[src/assert_macros.svh]
// ----------------------------------------------------------------------------
// Assertion macros used by the RTL top module.
// ----------------------------------------------------------------------------
`ifndef ASSERT_MACROS_SVH
`define ASSERT_MACROS_SVH

// Antecedent implies consequent in the same cycle.
`define ASSERT_SAME(label, clk, rst, ante, cons, msg) \
   label: assert property (@(posedge clk) disable iff (rst) (ante) |-> (cons)) \
      else $error(msg);

// Antecedent implies consequent in the following cycle.
`define ASSERT_NEXT(label, clk, rst, ante, cons, msg) \
   label: assert property (@(posedge clk) disable iff (rst) (ante) |=> (cons)) \
      else $error(msg);

`endif

[src/lmdrf_pkg.sv]
// ----------------------------------------------------------------------------
// lmdrf_pkg
// Types and constants of the LED matrix dirty row flush block.
// ----------------------------------------------------------------------------
package lmdrf_pkg;

   localparam int ROWS_PER_MODULE = 8;
   localparam int X_W             = 5;
   localparam int Y_W             = 3;
   localparam int COL_W           = 3;
   localparam int MOD_IDX_W       = 2;
   localparam int ROW_REG_W       = 4;
   localparam int ROW_BITS_W      = 8;

   localparam logic OP_SET   = 1'b0;
   localparam logic OP_FLUSH = 1'b1;

   // Pixel update request handed to the bit unit.
   typedef struct packed {
      logic [COL_W-1:0] col;
      logic             on;
   } set_op_type;

   // Updated row byte and whether any bit moved.
   typedef struct packed {
      logic [ROW_BITS_W-1:0] row_bits;
      logic                  changed;
   } upd_type;

endpackage

[src/lmdrf_req_if.sv]
// ----------------------------------------------------------------------------
// lmdrf_req_if
// Request channel: one set-pixel or flush word per handshake.
// ----------------------------------------------------------------------------
interface lmdrf_req_if;
   logic                        valid;
   logic                        ready;
   logic                        op;
   logic [lmdrf_pkg::X_W-1:0]   pixel_x;
   logic [lmdrf_pkg::Y_W-1:0]   pixel_y;
   logic                        pixel_on;

   modport source (output valid, output op, output pixel_x, output pixel_y,
                   output pixel_on, input ready);
   modport sink   (input valid, input op, input pixel_x, input pixel_y,
                   input pixel_on, output ready);
endinterface

[src/lmdrf_rsp_if.sv]
// ----------------------------------------------------------------------------
// lmdrf_rsp_if
// Response channel: one module frame per handshake.
// ----------------------------------------------------------------------------
interface lmdrf_rsp_if;
   logic                              valid;
   logic                              ready;
   logic [lmdrf_pkg::MOD_IDX_W-1:0]   module_index;
   logic [lmdrf_pkg::ROW_REG_W-1:0]   row_register;
   logic [lmdrf_pkg::ROW_BITS_W-1:0]  row_bits;
   logic                              end_of_transfer;
   logic                              last;

   modport source (output valid, output module_index, output row_register,
                   output row_bits, output end_of_transfer, output last,
                   input ready);
   modport sink   (input valid, input module_index, input row_register,
                   input row_bits, input end_of_transfer, input last,
                   output ready);
endinterface

[src/lmdrf_ram.sv]
// ----------------------------------------------------------------------------
// lmdrf_ram
// Generic single write port, single read port RAM with registered read.
// ----------------------------------------------------------------------------
module lmdrf_ram #(
   parameter int WIDTH = 8,
   parameter int DEPTH = 32
) (
   input  logic                     clock,
   input  logic                     wr_en,
   input  logic [$clog2(DEPTH)-1:0] wr_addr,
   input  logic [WIDTH-1:0]         wr_data,
   input  logic                     rd_en,
   input  logic [$clog2(DEPTH)-1:0] rd_addr,
   output logic [WIDTH-1:0]         rd_data
);

   logic [WIDTH-1:0] mem_ff [DEPTH];
   logic [WIDTH-1:0] rd_data_ff;

   always_ff @(posedge clock) begin
      if (wr_en) begin
         mem_ff[wr_addr] <= wr_data;
      end
      if (rd_en) begin
         rd_data_ff <= mem_ff[rd_addr];
      end
   end

   assign rd_data = rd_data_ff;

endmodule

[src/lmdrf_bit_unit.sv]
// ----------------------------------------------------------------------------
// lmdrf_bit_unit
// Sets or clears one pixel in a stored row byte and flags a change.
// ----------------------------------------------------------------------------
module lmdrf_bit_unit (
   input  logic [lmdrf_pkg::ROW_BITS_W-1:0] old_bits,
   input  lmdrf_pkg::set_op_type            set_op,
   output lmdrf_pkg::upd_type               upd
);

   logic [lmdrf_pkg::ROW_BITS_W-1:0] bit_mask;
   logic [lmdrf_pkg::ROW_BITS_W-1:0] new_bits;

   // Column 0 sits in the most significant bit.
   assign bit_mask = 8'h80 >> set_op.col;
   assign new_bits = set_op.on ? (old_bits | bit_mask) : (old_bits & ~bit_mask);

   assign upd.row_bits = new_bits;
   assign upd.changed  = (new_bits != old_bits);

endmodule

[src/led_matrix_dirty_row_flush.sv]
// ----------------------------------------------------------------------------
// led_matrix_dirty_row_flush
// Frame buffer for a chain of cascaded 8x8 LED matrix modules that refreshes
// only the rows that changed.
// ----------------------------------------------------------------------------
// The req channel carries one word per item. A set word (op low) writes one
// pixel; a pixel off the grid is ignored and rewriting the stored value marks
// nothing dirty. A flush word (op high) walks local rows 0 to 7 and, for every
// dirty row, sends one frame word per module on the rsp channel, in module
// order, then clears that row's dirty flag.
// A set word reads the row byte from the RAM, then updates it through the bit
// unit and writes it back. A flush takes the word, then scans the rows in
// turn, dirty or clean, up to the last dirty row (all eight rows when none is
// dirty); each frame word is read from the RAM and then held in the output
// register, longer when the receiver stalls. The single RAM port and the
// sequencer set this order; req.ready is high only while the block is idle.
// After reset the block clears the pixel RAM one entry per cycle, all
// 8 * MODULES_ACROSS * MODULES_DOWN entries, and does not accept words until
// that pass is done. When the receiver holds rsp.ready low, the frame word
// stays put and the sequencer waits; nothing is lost or repeated.
// ----------------------------------------------------------------------------
`include "assert_macros.svh"

module led_matrix_dirty_row_flush #(
   parameter int MODULES_ACROSS = 4,
   parameter int MODULES_DOWN   = 1
) (
   input  logic             clock,
   input  logic             reset,
   lmdrf_req_if.sink        req,
   lmdrf_rsp_if.source      rsp
);

   // Sizes of the module chain and the pixel store.
   localparam int MODULE_COUNT = MODULES_ACROSS * MODULES_DOWN;
   localparam int DEPTH        = MODULE_COUNT * lmdrf_pkg::ROWS_PER_MODULE;
   localparam int AW           = $clog2(DEPTH);
   localparam int MW           = (MODULE_COUNT > 1) ? $clog2(MODULE_COUNT) : 1;
   localparam int COLS         = 8 * MODULES_ACROSS;

   localparam logic [AW-1:0] LAST_ADDR   = AW'(DEPTH - 1);
   localparam logic [MW-1:0] LAST_MODULE = MW'(MODULE_COUNT - 1);
   localparam logic [7:0]    COLS_W      = 8'(COLS);

   typedef enum logic [2:0] {
      ST_CLEAR,
      ST_IDLE,
      ST_SET,
      ST_SCAN,
      ST_READ,
      ST_OUT
   } state_type;

   state_type state_ff, state_in;

   // Clearing counter during the reset pass, target address of a set.
   logic [AW-1:0] addr_ff, addr_in;
   // Local row being flushed, or row of the pending set.
   logic [2:0]    row_ff, row_in;
   logic [MW-1:0] mod_ff, mod_in;
   logic [7:0]    dirty_ff, dirty_in;
   lmdrf_pkg::set_op_type set_op_ff, set_op_in;

   // Output register.
   logic                                rsp_valid_ff, rsp_valid_in;
   logic [lmdrf_pkg::MOD_IDX_W-1:0]     rsp_module_ff, rsp_module_in;
   logic [lmdrf_pkg::ROW_REG_W-1:0]     rsp_rowreg_ff, rsp_rowreg_in;
   logic [lmdrf_pkg::ROW_BITS_W-1:0]    rsp_bits_ff, rsp_bits_in;
   logic                                rsp_eot_ff, rsp_eot_in;
   logic                                rsp_last_ff, rsp_last_in;

   // RAM port signals.
   logic                                ram_wr_en;
   logic [AW-1:0]                       ram_wr_addr;
   logic [lmdrf_pkg::ROW_BITS_W-1:0]    ram_wr_data;
   logic                                ram_rd_en;
   logic [AW-1:0]                       ram_rd_addr;
   logic [lmdrf_pkg::ROW_BITS_W-1:0]    ram_rd_data;

   lmdrf_pkg::upd_type upd;

   logic       on_grid;
   logic [7:0] above_mask;
   logic       frame_eot;

   lmdrf_ram #(
      .WIDTH (lmdrf_pkg::ROW_BITS_W),
      .DEPTH (DEPTH)
   ) u_ram (
      .clock   (clock),
      .wr_en   (ram_wr_en),
      .wr_addr (ram_wr_addr),
      .wr_data (ram_wr_data),
      .rd_en   (ram_rd_en),
      .rd_addr (ram_rd_addr),
      .rd_data (ram_rd_data)
   );

   lmdrf_bit_unit u_bit_unit (
      .old_bits (ram_rd_data),
      .set_op   (set_op_ff),
      .upd      (upd)
   );

   assign req.ready = (state_ff == ST_IDLE);

   // The pixel row field is three bits wide, so every row lies in the first
   // band of modules and only the column can leave the grid.
   assign on_grid = ({3'b000, req.pixel_x} < COLS_W);

   // Rows strictly above the current one; tells whether this frame is final.
   assign above_mask = ~((8'd2 << row_ff) - 8'd1);
   assign frame_eot  = (mod_ff == LAST_MODULE);

   always_comb begin
      state_in      = state_ff;
      addr_in       = addr_ff;
      row_in        = row_ff;
      mod_in        = mod_ff;
      dirty_in      = dirty_ff;
      set_op_in     = set_op_ff;
      rsp_valid_in  = rsp_valid_ff;
      rsp_module_in = rsp_module_ff;
      rsp_rowreg_in = rsp_rowreg_ff;
      rsp_bits_in   = rsp_bits_ff;
      rsp_eot_in    = rsp_eot_ff;
      rsp_last_in   = rsp_last_ff;

      ram_wr_en   = 1'b0;
      ram_wr_addr = addr_ff;
      ram_wr_data = '0;
      ram_rd_en   = 1'b0;
      ram_rd_addr = AW'({mod_ff, row_ff});

      case (state_ff)
         ST_CLEAR: begin
            ram_wr_en = 1'b1;
            addr_in   = addr_ff + AW'(1);
            if (addr_ff == LAST_ADDR) begin
               state_in = ST_IDLE;
            end
         end
         ST_IDLE: begin
            if (req.valid) begin
               if (req.op == lmdrf_pkg::OP_FLUSH) begin
                  row_in   = 3'd0;
                  state_in = ST_SCAN;
               end else if (on_grid) begin
                  addr_in       = AW'({req.pixel_x[4:3], req.pixel_y});
                  row_in        = req.pixel_y;
                  set_op_in.col = req.pixel_x[2:0];
                  set_op_in.on  = req.pixel_on;
                  ram_rd_en     = 1'b1;
                  ram_rd_addr   = AW'({req.pixel_x[4:3], req.pixel_y});
                  state_in      = ST_SET;
               end
            end
         end
         ST_SET: begin
            // Write back only when the pixel really changed.
            if (upd.changed) begin
               ram_wr_en        = 1'b1;
               ram_wr_data      = upd.row_bits;
               dirty_in[row_ff] = 1'b1;
            end
            state_in = ST_IDLE;
         end
         ST_SCAN: begin
            if (dirty_ff[row_ff]) begin
               mod_in      = '0;
               ram_rd_en   = 1'b1;
               ram_rd_addr = AW'({{MW{1'b0}}, row_ff});
               state_in    = ST_READ;
            end else if (row_ff == 3'd7) begin
               state_in = ST_IDLE;
            end else begin
               row_in = row_ff + 3'd1;
            end
         end
         ST_READ: begin
            rsp_valid_in  = 1'b1;
            rsp_module_in = lmdrf_pkg::MOD_IDX_W'(mod_ff);
            rsp_rowreg_in = {1'b0, row_ff} + 4'd1;
            rsp_bits_in   = ram_rd_data;
            rsp_eot_in    = frame_eot;
            rsp_last_in   = frame_eot && ((dirty_ff & above_mask) == 8'd0);
            state_in      = ST_OUT;
         end
         ST_OUT: begin
            if (rsp.ready) begin
               rsp_valid_in = 1'b0;
               if (rsp_eot_ff) begin
                  dirty_in[row_ff] = 1'b0;
                  if (rsp_last_ff) begin
                     state_in = ST_IDLE;
                  end else begin
                     row_in   = row_ff + 3'd1;
                     state_in = ST_SCAN;
                  end
               end else begin
                  mod_in      = mod_ff + MW'(1);
                  ram_rd_en   = 1'b1;
                  ram_rd_addr = AW'({mod_ff + MW'(1), row_ff});
                  state_in    = ST_READ;
               end
            end
         end
         default: begin
            state_in = ST_IDLE;
         end
      endcase
   end

   always_ff @(posedge clock) begin
      set_op_ff     <= set_op_in;
      rsp_module_ff <= rsp_module_in;
      rsp_rowreg_ff <= rsp_rowreg_in;
      rsp_bits_ff   <= rsp_bits_in;
      rsp_eot_ff    <= rsp_eot_in;
      rsp_last_ff   <= rsp_last_in;
      if (reset) begin
         state_ff     <= ST_CLEAR;
         addr_ff      <= '0;
         row_ff       <= '0;
         mod_ff       <= '0;
         dirty_ff     <= '0;
         rsp_valid_ff <= 1'b0;
      end else begin
         state_ff     <= state_in;
         addr_ff      <= addr_in;
         row_ff       <= row_in;
         mod_ff       <= mod_in;
         dirty_ff     <= dirty_in;
         rsp_valid_ff <= rsp_valid_in;
      end
   end

   assign rsp.valid           = rsp_valid_ff;
   assign rsp.module_index    = rsp_module_ff;
   assign rsp.row_register    = rsp_rowreg_ff;
   assign rsp.row_bits        = rsp_bits_ff;
   assign rsp.end_of_transfer = rsp_eot_ff;
   assign rsp.last            = rsp_last_ff;

   `ASSERT_SAME(a_valid_in_out, clock, reset, rsp_valid_ff, state_ff == ST_OUT,
      "frame word shown outside output state")
   `ASSERT_SAME(a_last_ends_row, clock, reset, rsp.valid && rsp.last,
      rsp.end_of_transfer, "last frame does not end a row")
   `ASSERT_NEXT(a_set_reads, clock, reset,
      req.valid && req.ready && (req.op == lmdrf_pkg::OP_SET) && on_grid,
      state_ff == ST_SET, "set word did not start a read")
   `ASSERT_NEXT(a_dirty_cleared, clock, reset,
      rsp.valid && rsp.ready && rsp.end_of_transfer,
      !dirty_ff[$past(row_ff)], "flushed row still dirty")

endmodule

[src/flat_wrapper.sv]
// flat-port wrapper written by rule: the top's interface ports become plain ports
module led_matrix_dirty_row_flush_flat 
#(
   parameter int MODULES_ACROSS = 4,
   parameter int MODULES_DOWN   = 1
)
  (clock, reset, req_valid, req_op, req_pixel_x, req_pixel_y, req_pixel_on, req_ready, rsp_valid, rsp_module_index, rsp_row_register, rsp_row_bits, rsp_end_of_transfer, rsp_last, rsp_ready);
  lmdrf_req_if req_i ();
  lmdrf_rsp_if rsp_i ();
  input  logic clock;
  input  logic reset;
  input wire logic [$bits(req_i.valid)-1:0] req_valid;
  input wire logic [$bits(req_i.op)-1:0] req_op;
  input wire logic [$bits(req_i.pixel_x)-1:0] req_pixel_x;
  input wire logic [$bits(req_i.pixel_y)-1:0] req_pixel_y;
  input wire logic [$bits(req_i.pixel_on)-1:0] req_pixel_on;
  output wire logic [$bits(req_i.ready)-1:0] req_ready;
  output wire logic [$bits(rsp_i.valid)-1:0] rsp_valid;
  output wire logic [$bits(rsp_i.module_index)-1:0] rsp_module_index;
  output wire logic [$bits(rsp_i.row_register)-1:0] rsp_row_register;
  output wire logic [$bits(rsp_i.row_bits)-1:0] rsp_row_bits;
  output wire logic [$bits(rsp_i.end_of_transfer)-1:0] rsp_end_of_transfer;
  output wire logic [$bits(rsp_i.last)-1:0] rsp_last;
  input wire logic [$bits(rsp_i.ready)-1:0] rsp_ready;
  assign req_i.valid = req_valid;
  assign req_i.op = req_op;
  assign req_i.pixel_x = req_pixel_x;
  assign req_i.pixel_y = req_pixel_y;
  assign req_i.pixel_on = req_pixel_on;
  assign req_ready = req_i.ready;
  assign rsp_valid = rsp_i.valid;
  assign rsp_module_index = rsp_i.module_index;
  assign rsp_row_register = rsp_i.row_register;
  assign rsp_row_bits = rsp_i.row_bits;
  assign rsp_end_of_transfer = rsp_i.end_of_transfer;
  assign rsp_last = rsp_i.last;
  assign rsp_i.ready = rsp_ready;
  led_matrix_dirty_row_flush #(.MODULES_ACROSS(MODULES_ACROSS), .MODULES_DOWN(MODULES_DOWN)) u_core (.clock(clock), .reset(reset), .req(req_i), .rsp(rsp_i));
endmodule
[config.mk]
export PLATFORM = sky130hd
export DESIGN_NAME = led_matrix_dirty_row_flush_flat
export DESIGN_NICKNAME = d
export VERILOG_FILES = /design/src/lmdrf_pkg.sv /design/src/lmdrf_req_if.sv /design/src/lmdrf_rsp_if.sv /design/src/lmdrf_ram.sv /design/src/lmdrf_bit_unit.sv /design/src/led_matrix_dirty_row_flush.sv /design/src/flat_wrapper.sv
export VERILOG_INCLUDE_DIRS = /design/src /design/src/src
export SDC_FILE = /design/constraint.sdc
export NUM_CORES = 1
export LEC_CHECK = 0
export BUFFER_PORTS_ARGS = -buffer_cell sky130_fd_sc_hd__buf_4
export CORE_ASPECT_RATIO = 2
export CORE_MARGIN = 2
export CORE_UTILIZATION = 64
export DETAILED_ROUTE_END_ITERATION = 8
export HOLD_SLACK_MARGIN = 0.08
export PLACE_DENSITY = 0.81
export SLEW_MARGIN = 25
export SYNTH_ARGS = -nofsm -noshare
export SYNTH_HDL_FRONTEND = slang
export SYNTH_SLANG_ARGS = --single-unit
export TNS_END_PERCENT = 5
[constraint.sdc]
create_clock -name clock -period 5.4 [get_ports clock]
set_clock_uncertainty 0.05 [all_clocks]
set_input_delay 1.62 -clock clock [delete_from_list [all_inputs] [get_ports clock]]
set_output_delay 1.62 -clock clock [all_outputs]
set_load 0.05 [all_outputs]
# Word level (Yosys, flattened, before mapping)
# Memories as Yosys holds them, arrays and structs flattened. A register that Yosys moved wholly into a read port is not among the register bits.
# Index checks and enable logic that the tools add are counted.
[classes]
addsub = 5
magnitude_cmp = 2
eq_ne = 21
n_shift = 2
muxes = 53
bitwise_logic = 9
reduce_logical = 16
[ops]
columns = ["op", "n"]
rows = [
  ["two-way mux 8 bit", 6],
  ["two-way mux 3 bit", 13],
  ["two-way mux 5 bit", 7],
  ["bitwise AND 8 bit", 3],
  ["inverter 8 bit", 3],
  ["!= test 2 bit (second input constant)", 8],
  ["OR 8 bit", 2],
  ["case mux 8 bit (2 select lines)", 1],
  ["case mux 3 bit (5 select lines)", 1],
  ["case mux 5 bit (3 select lines)", 1],
  ["two-way mux 1 bit", 12],
  ["AND reduction 4 bit", 3],
  ["case mux 5 bit (2 select lines)", 1],
  ["equality test 3 bit (second input constant)", 3],
  ["case mux 3 bit (3 select lines)", 1],
  ["logical NOT 8 bit", 1],
  ["two-way mux 2 bit", 4],
  ["!= test 8 bit", 1],
  ["nonzero test 2 bit", 4],
  ["<< shifter 2 x 3 -> 8 bit (first input constant)", 1],
  ["right shift 8 x 3 -> 8 bit (first input constant)", 1],
  ["subtractor 8 x 1 -> 8 bit (second input constant)", 1],
  ["AND reduction 7 bit", 1],
  ["equality test 3 x 2 -> 1 bit (second input constant)", 2],
  ["other kinds (22)", 27],
]
[totals]
regBits = 42
ram_bits = 256
inputBits = 14
wordCells = 122
mem_count = 1
[mem_list]
columns = ["name", "depth", "width", "rd", "rd_clocked_by_memory_dff", "wr", "line_no", "source"]
rows = [
  ["u_core.u_ram.mem_ff", 32, 8, 1, 1, 1, "lmdrf_ram.sv:18", "logic [WIDTH-1:0] mem_ff [DEPTH];"],
]

# Longest topological paths before layout
# Gate-level depths: netlist of the first run.
[logic_depth]
ltp_word = 9
ltp_mapped = 11

# Cells and area by module
# A second synthesis of the first run with hierarchy kept.
[unflattened]
hier_cells = 678
area_unflattened_um2 = 12590.8
[modules_own_cells]
columns = ["module", "instances", "cells_per_inst", "area_each_um2", "seq_area_each_um2"]
rows = [
  ["lmdrf_ram", 1, 417, 10133.5, 7927.6],
  ["led_matrix_dirty_row_flush", 1, 233, 2218.4, 1041.0],
  ["lmdrf_bit_unit", 1, 28, 239.0, 0.0],
]

# Worst setup path after synthesis of the first run
# OpenSTA, ideal clock, no wires.
[synth_path]
path_kind = "in2reg"
from = "input port req_op"
to = "register u_core.u_ram.rd_data_ff[5], in the netlist u_core.u_ram.rd_data[5], read port of u_core.u_ram.mem_ff (data pin)"
arrival_time_ns = 3.347
t_required_ns = 5.089
slack_ns = 1.741
cell_stages = 10
n_path_buf = 3
path_cell_list = "nand4bb_4 nor2_4 mux2i_1 buf_4 buf_6 buf_4 mux2i_1 mux2i_1 o2bb2ai_1 nor4_2"
[synth_via]
elab_chain_cells = 3
elab_cells_between_ends = 6
classes_between = "6 x mux"
[synth_rtl]
columns = ["item", "line_no", "source"]
rows = [
  ["start: declaration", "flat_wrapper.sv:13", "input wire logic [$bits(req_i.op)-1:0] req_op;"],
  ["two-way mux 5 bit / two-way mux 1 bit (equally long branches)", "led_matrix_dirty_row_flush.sv:145", "if (req.op == lmdrf_pkg::OP_FLUSH) begin"],
  ["two-way mux 5 bit / two-way mux 1 bit (equally long branches)", "led_matrix_dirty_row_flush.sv:144", "if (req.valid) begin"],
  ["case mux 5 bit (3 select lines) / case mux 1 bit (3 select lines) (equally long branches)", "led_matrix_dirty_row_flush.sv:135", "case (state_ff)"],
  ["end: declaration", "lmdrf_ram.sv:19", "logic [WIDTH-1:0] rd_data_ff;"],
]
# Several ways; a longest one is shown, not always the timed one.
# A chain may end at the register's enable or synchronous reset.

# Worst setup path in the final report of the first run
[layout_path]
from = "input port req_op"
to = "register u_core.u_ram.rd_data_ff[7], in the netlist u_core.u_ram.rd_data[7], read port of u_core.u_ram.mem_ff (data pin)"
# The elaborated chain is that of the path after synthesis.

==> results of run 1 <==
==> report_power, final <==
part | switching [uW] | total (uW) | internal [uW]
clock network | 812 | 1820 | 1010
logic | 51.8 | 82.4 | 30.6
registers | 9.51 | 2590 | 2580
total | 873 | 4500 | 3620
==> kinds of logic after synthesis <==
logic type	count (synthesis)	share of synthesized area (%)
compound gates	107	5.683
xor+xnor	1	0.06620
fa+ha+maj	12	1.135
buf+inv	53	2.260
flops	306	67.78
mux	214	16.63
simple gates	162	6.449
==> layer usage <==
metal  share of wire [%]  GRT usage (%)  up-vias
li1                    -              -     3387
met1                  32          27.89     3706
met2                  55          50.92      328
met3                 4.9          4.301      108
met4                 8.0          20.10        0
met5                   0              0        -
==> synthesized netlist by cell type (all sizes together) (3+ instances only) <==
library cell  count  area share, %
a211oi            7           0.40
nor2             75            2.2
a21oi            19           0.72
dfxtp            22            3.3
nor2b             7           0.33
or2               3           0.14
a311oi            4           0.26
buf              30            1.6
mux2             19            1.8
nand2            29           0.82
mux2i           194             15
nor3              6           0.23
nor4              9           0.80
o2bb2ai          15           0.99
clkbuf           12           0.34
ha               12            1.1
o22ai            18           0.85
edfxtp          284             64
nand3            12           0.45
nand3b            5           0.28
o211ai            3           0.21
nand2b            6           0.28
a31oi             5           0.24
o21ai            17           0.64
inv              11           0.31
==> layout make-up <==
class,count,area share [%]
sequential,306,61.23
multi-input combinational,496,27.42
clock buffer,31,4.715
timing repair buffer,51,3.126
tap,266,2.272
clock inverter,16,0.9567
inverter,11,0.2819
==> worst min path at each step <==
| stage | from | endpoint | slack, ns | cells after the start |
|---|---|---|---|---|
| finish | u_core.mod_ff[1]$_SDFFE_PP0P_ | u_core.rsp.module_index[1]$_DFFE_PP_ | 0.46 | 0 |
| global route | u_core.mod_ff[1]$_SDFFE_PP0P_ | u_core.rsp.module_index[1]$_DFFE_PP_ | 0.48 | 0 |
| CTS | u_core.mod_ff[1]$_SDFFE_PP0P_ | u_core.rsp.module_index[1]$_DFFE_PP_ | 0.45 | 0 |
| detailed placement | u_core.mod_ff[1]$_SDFFE_PP0P_ | u_core.rsp.module_index[1]$_DFFE_PP_ | 0.44 | 0 |
| global placement | u_core.rsp.valid$_SDFFE_PP0P_ | u_core.rsp.valid$_SDFFE_PP0P_ | 0.43 | 2 |
| floorplan | u_core.mod_ff[1]$_SDFFE_PP0P_ | u_core.rsp.module_index[1]$_DFFE_PP_ | 0.41 | 0 |
==> through the flow <==
step	worst slack, ns	instance area [um^2]
after floorplan	1.741	13230
after detailed placement	0.5611	13810
final	1.116	14650
after global placement	0.6579	13810
after global routing	1.006	14650
after CTS	1.119	14640
==> placed cells by master (no fill, tap or decap), types with 3 or more instances in the layout <==
cell type / netlist / final
clkbuf_1: 12 / 4
inv_1: 11 / 11
nor2b_1: 7 / 7
ha_1: 12 / 12
a211oi_1: 7 / 7
nor2_1: 73 / 67
a31oi_1: 5 / 5
nand3_1: 12 / 12
nor2_2: 1 / 6
or2_2: 3 / 3
o21ai_0: 17 / 16
mux2_1: 3 / 3
a311oi_1: 4 / 4
nor4_2: 8 / 8
nand2b_1: 6 / 6
dfxtp_1: 22 / 22
mux2_4: 6 / 6
edfxtp_1: 284 / 284
o22ai_1: 18 / 18
o2bb2ai_1: 15 / 15
mux2_2: 10 / 10
clkbuf_16: 0 / 27
clkinv_1: 0 / 4
nor3_1: 6 / 6
nand2_1: 29 / 29
buf_4: 6 / 45
clkinvlp_4: 0 / 3
clkinv_2: 0 / 5
mux2i_1: 194 / 193
nand3b_1: 5 / 5
a21oi_1: 19 / 17
buf_12: 0 / 6
==> sequential cells by signal, indices dropped and copies added, names as in the netlist, 2 cells and up, named ones only <==
| signal | cells |
|---|---|
| u_core.row_ff | 3 |
| u_core.rsp.row_register | 4 |
| u_core.mod_ff | 2 |
| u_core.set_op_ff | 4 |
| u_core.addr_ff | 5 |
| u_core.u_ram.mem_ff | 256 |
| u_core.rsp.module_index | 2 |
| u_core.rsp.row_bits | 8 |
| u_core.state_ff | 3 |
| u_core.u_ram.rd_data | 8 |
==> worst register-to-register path, stage by stage (launching register included) <==
cell and delay, ns:
edfxtp_1 0.63, mux4_2 0.56, nand2b_1 0.08, nand3_1 0.21
a41oi_1 0.55, nand2_1 0.42, nor2_1 0.85
==> metrics.txt, run 1 <==
die width 105.7 um; Nets 918; Clk Latency, worst-skew pair 0.54 ns; EDFF count, synth 284; global-route wire length before repair 45,660 um; Clock Path Buffers 3; Setup CP Type in2reg; final core utilization 71.91%; die area 21,910 um^2; reg-to-reg critical path startpoint u_core.set_op_ff[3]$_DFFE_PP_; largest net degree at the start of global routing 34; Worst path max stage delay 0.72 ns; max-cap viol count 0; Sequential Area 8969 um^2; site row count 74; final worst path period need 4.284 ns; Async S/R FF share, synth 0%; fin crit share 79.34%; total power draw 4497 uW; worst setup path endpoint u_core.u_ram.rd_data[7]$_DFFE_PP_; die height 207.4 um; CP startpoint kind primary input; CTS root buf clkbuf_16; predominant post-synthesis flop cell edfxtp_1; placed insts 1,130; 1st-iter DRT viols 577; Leakage 0.005674 uW; average size of a mapped cell 15.48 um^2; io pins 32; vias per cell 6.397; layout cells sized above 1 15.26%; gpl congestion 0.8926; DR vias 7,529; vias in the first global route 8,009; Crit path max-delay family multiplexers; worst hold path class reg2reg; CP Depth 10; Ys Warns 0; initial antenna violation count 0; post-route ant nets 0; maximum VDD drop 0.2754 mV; Worst Max-Slew Pin Slew 0.9456 ns; H-tree levels 1; Fillers 1,315; setup bufs post-CTS 0; relative slew slack 36.73%; gr ovfl total 0; Critical Path AT 4.51 ns; Non-Filler Instances 1,177; Critical-path top delay cell mux2i_4; Area growth, synth to finish 10.69%; wire length per cell 25.47 um; Yosys cell types 59; Yosys reg bits 306; Slew Viols, Final 0; Syn Nets 881; clk sinks 306; register area share after synthesis 67.78%; CTS tree yes; Post-Synthesis Cell Area 13,230 um^2; remaining routing DRC violations 0; RR Endpoint u_core.u_ram.mem_ff[1][6]$_DFFE_PP_; overall routing resource usage 27.83%; final hold vios 0; Antenna Cells 0; first-pass detailed-route iteration total 5; final wirelength 29,980 um; Hold Buf Count CTS 0; Reg clk slew, reported paths 0.07 ns; status finished, final reports clean; Crit Path Max Fanout 33; RSZ-0062 raised after global routing no; multi-input logic area 4016 um^2; pwr dens 307.0 nW/um^2; CTS Buf Count 26; Critical Path Source req_op; hpwl dp 21,020 um; post-route setup TNS 0 ns; Port Buffer Count 31; WP buf/inv 3; R2R setup slack 1.66 ns; post-cts repair resize count 0; Worst Path Required 5.63 ns; core area 20,370 um^2; initial core utilization 64.96%; WHS 0.4565 ns; critical path cell sequence buf_4 > nand4bb_4 > nor2_4 > mux2i_4 > buf_12 > buf_4 > mux2i_1 > mux2i_1 > o22ai_1 > nor4_2; Syn Inst Count 855; fmax 233.4 MHz; CP endpoint kind flip-flop; R2R depth 6; final setup violation count 0
Note: power is estimated with default switching activity, not from simulation.
==> inputs of run 2 (changes only) <==
Settings changed: ABC_AREA from default to 1, CORE_UTILIZATION 64 to 63, PLACE_DENSITY 0.81 to 0.8.
Clock period 5.4 ns to 4.28 ns, I/O delays scaled along.
==> metrics.txt, run 2 <==
CTS Buf Count 26; pwr dens 464.2 nW/um^2; Fillers 1,617; vias per cell 6.046; area leader, netlist edfxtp_1; Clk Latency, worst-skew pair 0.57 ns; post-route setup TNS 0 ns; fin crit share 87.39%; Nets 1,442; Ys Warns 0; initial core utilization 63.53%; relative slew slack 32.14%; site row count 78; Antenna Cells 0; Synth top cells by count nand2_1, edfxtp_1, nand3_1; EDFF count, synth 284; Worst path max stage delay 0.78 ns; Crit Path Max Fanout 12; register area share after synthesis 62.62%; Critical Path Source u_core.set_op_ff[3]$_DFFE_PP_; Yosys cell types 37; reg-to-reg critical path startpoint u_core.set_op_ff[3]$_DFFE_PP_; Post-Synthesis Cell Area 14,320 um^2; most frequent cells in the layout nand2_1, edfxtp_1, nand3_1; Hold Buf Count CTS 0; WP buf/inv 1; Critical-path top delay cell nor2_1; die height 217.2 um; Reg with most FFs u_core.u_ram.mem_ff; Setup CP Type reg2reg; first-pass detailed-route iteration total 6; final hold vios 0; Crit path max-delay family simple AND/OR/NAND/NOR gates; remaining routing DRC violations 0; top-count cell post-synth nand2_1; die width 110.6 um; final worst path period need 3.740 ns; maximum VDD drop 0.5071 mV; largest cells by area after synthesis edfxtp_1, nand3_1, nand2_1, nand3b_1, inv_1; layout cells sized above 1 10.38%; core area 22,540 um^2; final setup violation count 0; Leakage 0.006206 uW; hold_sp u_core.rsp.valid$_SDFFE_PP0P_; status finished, final reports clean; die area 24,030 um^2; average size of a mapped cell 10.30 um^2; final wirelength 36,060 um; fmax 267.4 MHz; gpl congestion 0.9352; RSZ-0062 raised after global routing no; multi-input logic area 4378 um^2; commonest non-fill, non-tap cell in the layout nand2_1; critical path cell sequence inv_1 > nor3_1 > nand3_1 > nand3_1 > nor2_1 > nand2_1 > nand2_2 > nand2_1 > nand2_1 > nor2_1; Area growth, synth to finish 10.45%; Async S/R FF share, synth 0%; CP endpoint kind flip-flop; largest net degree at the start of global routing 95; 1st-iter DRT viols 1,411; vias in the first global route 10,180; Slew Viols, Final 0; Sequential Area 8969 um^2; io pins 32; hpwl dp 23,080 um; Worst Path Required 4.41 ns; overall routing resource usage 29.92%; CTS tree yes; Syn Inst Count 1,390; gr ovfl total 0; DR vias 10,380; initial antenna violation count 0; Synth top area share 59.55%; global-route wire length before repair 55,830 um; setup bufs post-CTS 0; Syn Nets 1,416; wire length per cell 21.02 um; total power draw 7343 uW; max reg flops 256; CP most frequent cell nand2_1; Worst Max-Slew Pin Slew 1.018 ns; CP startpoint kind flip-flop; CTS root buf clkbuf_16; Port Buffer Count 31; max-cap viol count 0; post-route ant nets 0; post-cts repair resize count 0; Yosys reg bits 306; worst hold path class reg2reg; Clock Path Buffers 3; predominant post-synthesis flop cell edfxtp_1; H-tree levels 1; Critical Path AT 3.87 ns; Reg clk slew, reported paths 0.07 ns; clk sinks 306
## run 2: cell count changes after synthesis, sizes merged, moves of 21 or more
| cell | change |
|---|---|
| buf | +29 |
| inv | +150 |
| mux2i | -194 |
| nand2 | +274 |
| nand3 | +237 |
| nand3b | +99 |
| nand4 | +21 |
## run 2: cell families after synthesis
kind of cell,count (synthesis),share of synthesized area (%)
and+or+nand+nor,776,26.18
DFF,306,62.62
buffers and inverters,238,7.514
AOI/OAI and AO/OA,57,2.578
adders and majority gates,12,1.048
xor gates and xnor gates,1,0.06117
## run 2: tightest hold or removal path: stages, from the launching register on
cell and delay, ns:
dfxtp_1 0.32, nand2_1 0.06, a21oi_1 0.05
## run 2: cell type report
cell class,instances,area share [%]
Inverter,164,3.900
Multi-Input combinational cell,846,27.68
Tap cell,280,2.215
Sequential cell,306,56.70
Timing Repair Buffer,72,3.813
Clock inverter,19,1.511
Clock buffer,29,4.184
## run 2: report_power, final
part / leakage [uW] / internal (uW) / switching [uW] / total (uW)
clock network: 0.000420 / 1380 / 1110 / 2490
registers: 0.00267 / 3430 / 71.6 / 3500
logic: 0.00311 / 397 / 953 / 1350
## run 2: per-stage QoR
stage / utilization, % / cells / cell area, um^2 / hold slack, ns / setup slack, ns
after global placement: 66.16 / 1668 / 14920 / 0.3975 / 0.5080
after detailed placement: 66.16 / 1668 / 14920 / 0.4110 / 0.4380
after floorplan: - / 1390 / 14320 / 0.4001 / 1.082
final: 70.16 / 1716 / 15820 / 0.4204 / 0.5399
after CTS: 70.16 / 1716 / 15820 / 0.4215 / 0.6233
after global routing: 70.16 / 1716 / 15820 / 0.4522 / 0.3265
## run 2: path summary, 6_finish.rpt
kind                            depth (start not counted)                                  end  slack [ns]
worst min register to register                          2        u_core.rsp.valid$_SDFFE_PP0P_        0.42
worst max register to register                         10  u_core.u_ram.mem_ff[3][1]$_DFFE_PP_        0.54
worst max-delay path                                   10  u_core.u_ram.mem_ff[3][1]$_DFFE_PP_        0.54
worst min-delay path                                    2        u_core.rsp.valid$_SDFFE_PP0P_        0.42
## run 2: layer usage
layer  GRT usage, %  wire (um)  up-vias
met3          3.815       2552      147
met4          19.92       2653        0
li1               -          -     4792
met5              0          0        -
met1          32.62      12070     4879
met2          54.09      18790      557
==> inputs of run 3 (changes only) <==
Clock period 4.28 ns to 3.7 ns, I/O delays scaled along.
==> metrics.txt, run 3 (synthesis results as in run 2) <==
Worst Max-Slew Pin Slew 0.7976 ns; CTS root buf clkbuf_16; post-route ant nets 0; worst hold path class reg2reg; site row count 78; Worst Path Required 3.83 ns; initial core utilization 63.53%; CP endpoint kind flip-flop; CTS tree yes; post-cts repair resize count 0; max-cap viol count 0; relative slew slack 46.63%; reg-to-reg critical path startpoint u_core.set_op_ff[3]$_DFFE_PP_; design area 15,780 um^2; pwr dens 528.7 nW/um^2; H-tree levels 1; Area growth, synth to finish 10.15%; fin crit share 87.91%; die width 110.6 um; first-pass detailed-route iteration total 6; Critical Path AT 3.38 ns; Crit Path Max Fanout 12; Nets 1,446; Setup CP Type reg2reg; die height 217.2 um; R2R setup slack 0.45 ns; R2R depth 12; vias in the first global route 10,240; Reg clk slew, reported paths 0.07 ns; Port Buffer Count 31; final wirelength 36,830 um; clk sinks 306; Slew Viols, Final 0; commonest non-fill, non-tap cell in the layout nand2_1; global-route wire length before repair 56,470 um; io pins 32; Hold Buf Count CTS 0; post-route setup TNS 0 ns; worst setup path endpoint u_core.u_ram.mem_ff[27][1]$_DFFE_PP_; Reg with most FFs u_core.u_ram.mem_ff; most frequent cells in the layout nand2_1, edfxtp_1, nand3_1; Cell Area, Placed 14,960 um^2; status finished, final reports clean; final setup violation count 0; core area 22,540 um^2; Clock Path Buffers 3; die area 24,030 um^2; gr ovfl total 0; overall routing resource usage 30.37%; max reg flops 256; vias per cell 6.120; Clk Latency, worst-skew pair 0.56 ns; CTS Buf Count 26; Critical Path Source u_core.set_op_ff[3]$_DFFE_PP_; remaining routing DRC violations 0; hpwl dp 23,590 um; Hold Path Cell Cnt 2; CP startpoint kind flip-flop; Antenna Cells 0; RSZ-0062 raised after global routing no; largest net degree at the start of global routing 78; DR vias 10,520; Leakage 0.006198 uW; RR Endpoint u_core.u_ram.mem_ff[27][1]$_DFFE_PP_; gpl congestion 0.9304; 1st-iter DRT viols 1,468; wire length per cell 21.43 um; maximum VDD drop 0.4907 mV; final hold vios 0; layout cells sized above 1 10.22%; final worst path period need 3.253 ns; setup bufs post-CTS 0; initial antenna violation count 0; fmax 307.4 MHz
## run 3: how the worst min path moves through the flow
stage,start,to,slack [ns]
after floorplan,u_core.u_ram.rd_data[5]$_DFFE_PP_,u_core.rsp.row_bits[5]$_DFFE_PP_,0.40
after global placement,u_core.rsp.valid$_SDFFE_PP0P_,u_core.rsp.valid$_SDFFE_PP0P_,0.40
after detailed placement,u_core.rsp.valid$_SDFFE_PP0P_,u_core.rsp.valid$_SDFFE_PP0P_,0.42
after CTS,u_core.rsp.valid$_SDFFE_PP0P_,u_core.rsp.valid$_SDFFE_PP0P_,0.43
after global routing,u_core.rsp.valid$_SDFFE_PP0P_,u_core.rsp.valid$_SDFFE_PP0P_,0.46
final,u_core.rsp.valid$_SDFFE_PP0P_,u_core.rsp.valid$_SDFFE_PP0P_,0.43
## run 3: metal layers
layer	track usage [%]	vias up	share of wire, %
met5	0	-	0
met4	21.25	0	7.7
met3	3.871	175	6.4
met2	54.27	551	52
met1	33.22	4998	34
li1	-	4796	-
## run 3: power breakdown
group	switching (uW)	leakage, uW	internal, uW	total [uW]
clock network	1260	0.000395	1430	2690
logic	1100	0.00313	487	1590
registers	87.3	0.00267	3970	4060
## run 3: critical path, stage by stage, from the launching register on
cell and delay [ns]:
edfxtp_1 0.54, inv_1 0.28, nor3_1 0.20, buf_4 0.17, nand3_1 0.07, nand3_1 0.08, nor2_1 0.06, nand2_1 0.07
nand2_2 0.05, nand2_1 0.13, nand2_1 0.34, buf_4 0.28, nor2_1 0.56
## run 3: layout make-up
| cell class | instances | area [um^2] |
|---|---|---|
| fillers | 1649 | 6769 |
| well taps | 280 | 350.3 |
| multi-input cells | 846 | 4378 |
| clock buffers | 28 | 658.1 |
| inverters | 164 | 615.6 |
| repair buffers | 76 | 645.6 |
| flip-flops and latches | 306 | 8969 |
| clock inverters | 19 | 158.9 |
## run 3: through the flow
| stage | worst slack, ns | std cells | hold WS, ns | power (uW) | util (%) |
|---|---|---|---|---|---|
| CTS | 0.5538 | 1719 | 0.4307 | 8306 | 69.97 |
| finish | 0.4474 | 1719 | 0.4281 | 8341 | 69.97 |
| detailed placement | 0.3504 | 1672 | 0.4201 | 5671 | 66.35 |
| global placement | 0.3334 | 1672 | 0.3972 | 5638 | 66.35 |
| global route | 0.2958 | 1719 | 0.4607 | 8586 | 69.97 |
| floorplan | 0.5024 | 1390 | 0.4001 | 5174 | - |
